`config.mk`:
```
export PLATFORM = sky130hd
export DESIGN_NAME = bqf_hist
export DESIGN_NICKNAME = d
export VERILOG_FILES = /design/src/rtl/core/bqf_pkg.sv /design/src/rtl/core/bqf_hist.sv
export SDC_FILE = /design/constraint.sdc
export NUM_CORES = 1
export LEC_CHECK = 0
export ABC_AREA = 1
export BUFFER_PORTS_ARGS = -buffer_cell sky130_fd_sc_hd__buf_2
export CAP_MARGIN = 10
export CORE_ASPECT_RATIO = 1.75
export CORE_MARGIN = 2
export CORE_UTILIZATION = 51
export DETAILED_ROUTE_END_ITERATION = 10
export GPL_TIMING_DRIVEN = 0
export PLACE_DENSITY = 0.74
export SYNTH_ARGS = -nofsm -noshare
export SYNTH_HDL_FRONTEND = slang
export SYNTH_SLANG_ARGS = --single-unit
```
`constraint.sdc`:
```
create_clock -name clk_i -period 0.8 [get_ports clk_i]
set_input_delay 0.04 -clock clk_i [delete_from_list [all_inputs] [get_ports clk_i]]
set_output_delay 0.04 -clock clk_i [all_outputs]
set_load 0.02 [all_outputs]
```
`src/rtl/core/bqf_pkg.sv`:
```
// ----------------------------------------------------------------------------
// Biquad filter package
// Shared widths, defaults, register indexes and the coefficient set type.
// ----------------------------------------------------------------------------
package bqf_pkg;

  localparam int COEF_W         = 32;
  localparam int CHAN_W         = 3;
  localparam int CFG_IDX_W      = 3;
  localparam int CHANNELS_DEF   = 8;
  localparam int SAMPLE_BITS_DEF = 24;
  localparam int COEF_FRAC_DEF  = 28;

  // Width used to compare a channel number against any legal channel count.
  localparam int CHAN_CMP_W     = 7;

  typedef enum logic [CFG_IDX_W-1:0] {
    CFG_B0 = 3'd0,
    CFG_B1 = 3'd1,
    CFG_B2 = 3'd2,
    CFG_A1 = 3'd3,
    CFG_A2 = 3'd4
  } cfg_idx_e;

  typedef struct packed {
    logic signed [COEF_W-1:0] b0;
    logic signed [COEF_W-1:0] b1;
    logic signed [COEF_W-1:0] b2;
    logic signed [COEF_W-1:0] a1;
    logic signed [COEF_W-1:0] a2;
  } coef_t;

endpackage

```
`src/rtl/core/bqf_hist.sv`:
```
// ----------------------------------------------------------------------------
// Biquad channel history
// Keeps the two previous inputs and outputs of every channel in flip-flops.
// ----------------------------------------------------------------------------
module bqf_hist #(
  parameter int CHANNELS    = bqf_pkg::CHANNELS_DEF,
  parameter int SAMPLE_BITS = bqf_pkg::SAMPLE_BITS_DEF,
  parameter int IDX_W       = 1
) (
  input  logic                          clk_i,
  input  logic                          rst_ni,
  input  logic [IDX_W-1:0]              idx_i,
  input  logic                          wr_en_i,
  input  logic signed [SAMPLE_BITS-1:0] x0_i,
  input  logic signed [SAMPLE_BITS-1:0] y0_i,
  output logic signed [SAMPLE_BITS-1:0] x1_o,
  output logic signed [SAMPLE_BITS-1:0] x2_o,
  output logic signed [SAMPLE_BITS-1:0] y1_o,
  output logic signed [SAMPLE_BITS-1:0] y2_o
);
  import bqf_pkg::*;

  logic signed [SAMPLE_BITS-1:0] x1_q [CHANNELS];
  logic signed [SAMPLE_BITS-1:0] x2_q [CHANNELS];
  logic signed [SAMPLE_BITS-1:0] y1_q [CHANNELS];
  logic signed [SAMPLE_BITS-1:0] y2_q [CHANNELS];

  assign x1_o = x1_q[idx_i];
  assign x2_o = x2_q[idx_i];
  assign y1_o = y1_q[idx_i];
  assign y2_o = y2_q[idx_i];

  always_ff @(posedge clk_i or negedge rst_ni) begin
    if (!rst_ni) begin
      for (int i = 0; i < CHANNELS; i++) begin
        x1_q[i] <= '0;
        x2_q[i] <= '0;
        y1_q[i] <= '0;
        y2_q[i] <= '0;
      end
    end else if (wr_en_i) begin
      x2_q[idx_i] <= x1_q[idx_i];
      x1_q[idx_i] <= x0_i;
      y2_q[idx_i] <= y1_q[idx_i];
      y1_q[idx_i] <= y0_i;
    end
  end

endmodule

```
After elaboration in Yosys (flattened, before gate mapping)
Cells that the tools add are included.
Operators by class
  bitwise gates (word level): 1
  $lt $le $gt $ge: 2
  multiplexer cells: 18
  reduce and logical (&&, ||, !) cells: 1
Operators with widths (number)
  $bwmux W192: 4
  $mux W24: 9
  $bmux W24 S2: 4
  $demux W24 S2: 1
  $ge A2 B4 Y1 const B: 1
  $lt A2 B1 Y1 const B: 1
  $not A1 Y2: 1
  $logic_and A1 B1 Y1: 1
Word-level totals
  flip-flop bits (word level): 768

Longest topological paths before layout
  word-level depth: 6
  mapped depth: 7

Worst setup path before layout
OpenSTA, ideal clock, no wires.
  path type: in2out
  from: input idx_i
  to: output x1_o[10]
  buffers on the path: 3
  data required time: 760 ps
  setup slack: 9 ps
  stages on the path: 6
  data arrival time: 751 ps
  cell sequence: buf_4 -> inv_4 -> buf_4 -> buf_2 -> nand2_1 -> nand2_1
On the way
  word-level cells in the longest chain between the ends: 4
Ends and longest elaborated chain
  start: declaration: RTL line bqf_hist.sv:12  | input logic [IDX_W-1:0] idx_i,
  $not A1 Y2 (not written as such): RTL line bqf_hist.sv:28  | assign x1_o = x1_q[idx_i];
  $bmux W24 S2: RTL line bqf_hist.sv:28
  $mux W24 (not written as such) (2 in a row): RTL line bqf_hist.sv:28
  end: declaration: RTL line bqf_hist.sv:16  | output logic signed [SAMPLE_BITS-1:0] x1_o,
Every way passes these cells. The select of a mux whose other input is x is not followed.

Worst setup path in the final report
  from: input idx_i
  to: output x2_o[5]
On the way
  word-level cells in the longest chain between the ends: 4
Ends and longest elaborated chain
  $not A1 Y2 (not written as such): RTL line bqf_hist.sv:29  | assign x2_o = x2_q[idx_i];
  $bmux W24 S2: RTL line bqf_hist.sv:29
  $mux W24 (not written as such) (2 in a row): RTL line bqf_hist.sv:29
  end: declaration: RTL line bqf_hist.sv:17  | output logic signed [SAMPLE_BITS-1:0] x2_o,
Every way passes these cells. The select of a mux whose other input is x is not followed.

==> metrics.txt <==
Synth Area in Compound Gates 0%; CP Capture Type output port; RD Place Congestion 0.889; DP Cell Count 1517; Clock Sinks 192; per-cell routed wire length 19.2 um; Starting DRT DRC Count 947; relative slew slack 47.9%; final critical-path setup slack -431 ps; total wire length 33.7 mm; initial core utilization 52.0%; footprint of the multi-input gates 0.00389 mm2; period utilisation layout 154%; Worst EP arrival 1190 ps; port bufs 145; Max Transition Viols Final 0; DRT Pass-1 Iters 6; fillers 1104; Area Growth Syn to Fin 50.2%; vias post-DR 9781; CTS tree done; worst slew pin tran 782 ps; routed vias/inst 5.57; Die ar. 0.0184 mm2; max_cap viols 0; Post-Synth Simple-Gate Area 39.6%; crit path max-delay cell type buf_2; FFs w/ async S/R, synth 100%; largest cells by area after synthesis dfrtp_1, nand2_1, nand3_1; leading cell type by number of instances after synthesis nand2_1; Critical R2R Capture x1_q[181]; most used cell, CP buf_2; DRC viols 0; post-DP HPWL 19.3 mm; flop and latch count out of synthesis 192; clock buffer depth 2; skew final 16.9 ps; worst hold path class in2async; leakage 7.34 nW; Critical Path Source Type input port; Post-Synth Adder-Cell Area 0%; failing checks negative hold slack, negative setup slack; share of post-route cells with drive strength above 1 35.3%; first-pass GRT wire length 47.3 mm; critical path class in2out; IR drop worst, VDD 1.60 mV; FF/Latch Area 0.00480 mm2; post-route ant nets 0; Die H 178 um; Place WS -349 ps; CTS Hold Bufs 48; crit-path cells buf_4, buf_2, buf_2, nand2_1, nand2_2, buf_6; mux share of post-synthesis cell area 0%; Fmax achieved 813 MHz; Total Nets Final 1568; boundary pin count 148; core area 0.0169 mm2; WP buf/inv 4; crit path time final 1230 ps; root buf cell clkbuf_16; Synth Area in XOR/XNOR 0%; clock latency on the worst-skew pair 460 ps; Final Setup Violations 135; synth warn 0; H-tree depth 4; hold slack -421 ps; Synth top area share 54.5%; reg2reg path depth 4; vias in the first global route 9273; num rows 63; Non-Filler Instances 1757; initial antenna violation count 0; post-layout util 78.1%; grt ovf 0; CP max stage delay 360 ps; largest family of logic cells by synthesized area simple AND/OR/NAND/NOR gates; Critical Path RT 760 ps; register-to-register setup slack -210 ps; gr usage total 34.4%; Hold Vio Cnt, Final 90; ys flop type dfrtp_1; Syn Inst Count 1144; largest net degree at the start of global routing 103; Num CTS Buffers 17; register area share after synthesis 54.5%; Worst-path clk slew 70 ps; Worst R2R Start x1_q[181]; status finished, violations left; Post-synth EDFFs 0; Synth cell types 9; synth cell count leaders nand2_1, dfrtp_1, nand3_1; unrepaired setup endpoints after global routing true; synthesized area 0.00882 mm2; PD cells 2230 mW/mm2; CP delay by family, top buffers and inverters; syn nets 1196; chip width 103 um; critical path fanouts, max 10; final setup TNS -36650 ps; Mapped Avg Cell Area 7.71 um2; Synth area leader dfrtp_1
final cells by class:
type                            instances  share of cell area (%)
Antenna cell                            1                  0.0189
Buffer                                 85                    3.90
Clock buffer                           20                    3.52
Clock inverter                         12                   0.850
Inverter                                1                  0.0472
Multi-Input combinational cell        866                    29.4
Sequential cell                       192                    36.3
Tap cell                              227                    2.14
Timing Repair Buffer                  353                    23.9
cells in the final DEF, fill, tap and decap left out:
cell type / instances
nand2_1: 592
dfrtp_1: 192
nand3_1: 155
buf_4: 144
buf_6: 136
buf_2: 104
nand2_2: 82
dlygate4sd3_1: 48
nand3_2: 36
clkbuf_16: 17
inv_6: 6
inv_8: 3
clkbuf_8: 3
clkinv_4: 3
clkbuf_4: 2
clkbuf_1: 2
diode_2: 1
inv_4: 1
nand3_4: 1
buf_8: 1
buf_16: 1
power by group:
part	total, mW	leakage, nW	internal, mW	switching (mW)
Clock	8.57	0.289	4.38	4.19
Combinational	9.03	4.64	4.28	4.75
Sequential	11.9	2.41	11.1	0.861
Total	29.5	7.34	19.7	9.80
worst register-to-register path, delay by kind of cell (launching register included):
kind	cells	cell delay [ps]
and+or+nand+nor	2	200
buffers and inverters	2	240
DFF	1	410
sequential cells by signal, summed over array words and instances, names as in the netlist:
name,flops
x1_q,48
x2_q,48
y1_q,48
y2_q,48
routing by layer:
| layer | wire length (um) | GRT usage [%] | vias to the layer above | part of all wire [%] |
|---|---|---|---|---|
| met2 | 17500 | 59.4 | 598 | 52 |
| met1 | 11300 | 39.0 | 4685 | 34 |
| li1 | - | - | 4331 | - |
| met3 | 2740 | 5.24 | 167 | 8.1 |
| met4 | 2120 | 20.7 | 0 | 6.3 |
| met5 | 0 | 0 | - | 0 |
timing repair:
action	in CTS	in global routing
setup buffers	110	63
resized for setup	230	115
endpoints found under the hold margin	186	90
endpoints found under the setup margin	96	125
pin swaps	48	61
logic make-up (layout without fill, tap and decap cells):
logic type	Yosys count	count (layout)
buffers and inverters	86	471
and+or+nand+nor	866	866
other	0	1
DFF	192	192
worst max path at each step:
stage | endpoint | startpoint | slack [ps] | cells past startpoint
after detailed placement | y1_o[10] | idx_i | -350 | 6
after CTS | x1_o[23] | x1_q[191] | -370 | 3
final | x2_o[5] | idx_i | -430 | 6
after global routing | y2_o[7] | y2_q[151] | -470 | 3
after global placement | x2_q[184] | rst_ni | -3460 | 1
after floorplan | x1_o[10] | idx_i | 9 | 6
stage by stage:
| stage | total power, mW | cell area (um2) |
|---|---|---|
| global route | 30.5 | 13200 |
| finish | 29.5 | 13200 |
| floorplan | 15.3 | 8820 |
| CTS | 28.1 | 12400 |
| detailed placement | 17.4 | 9870 |
| global placement | 17.2 | 9830 |
(Power assumes the default switching activity.)
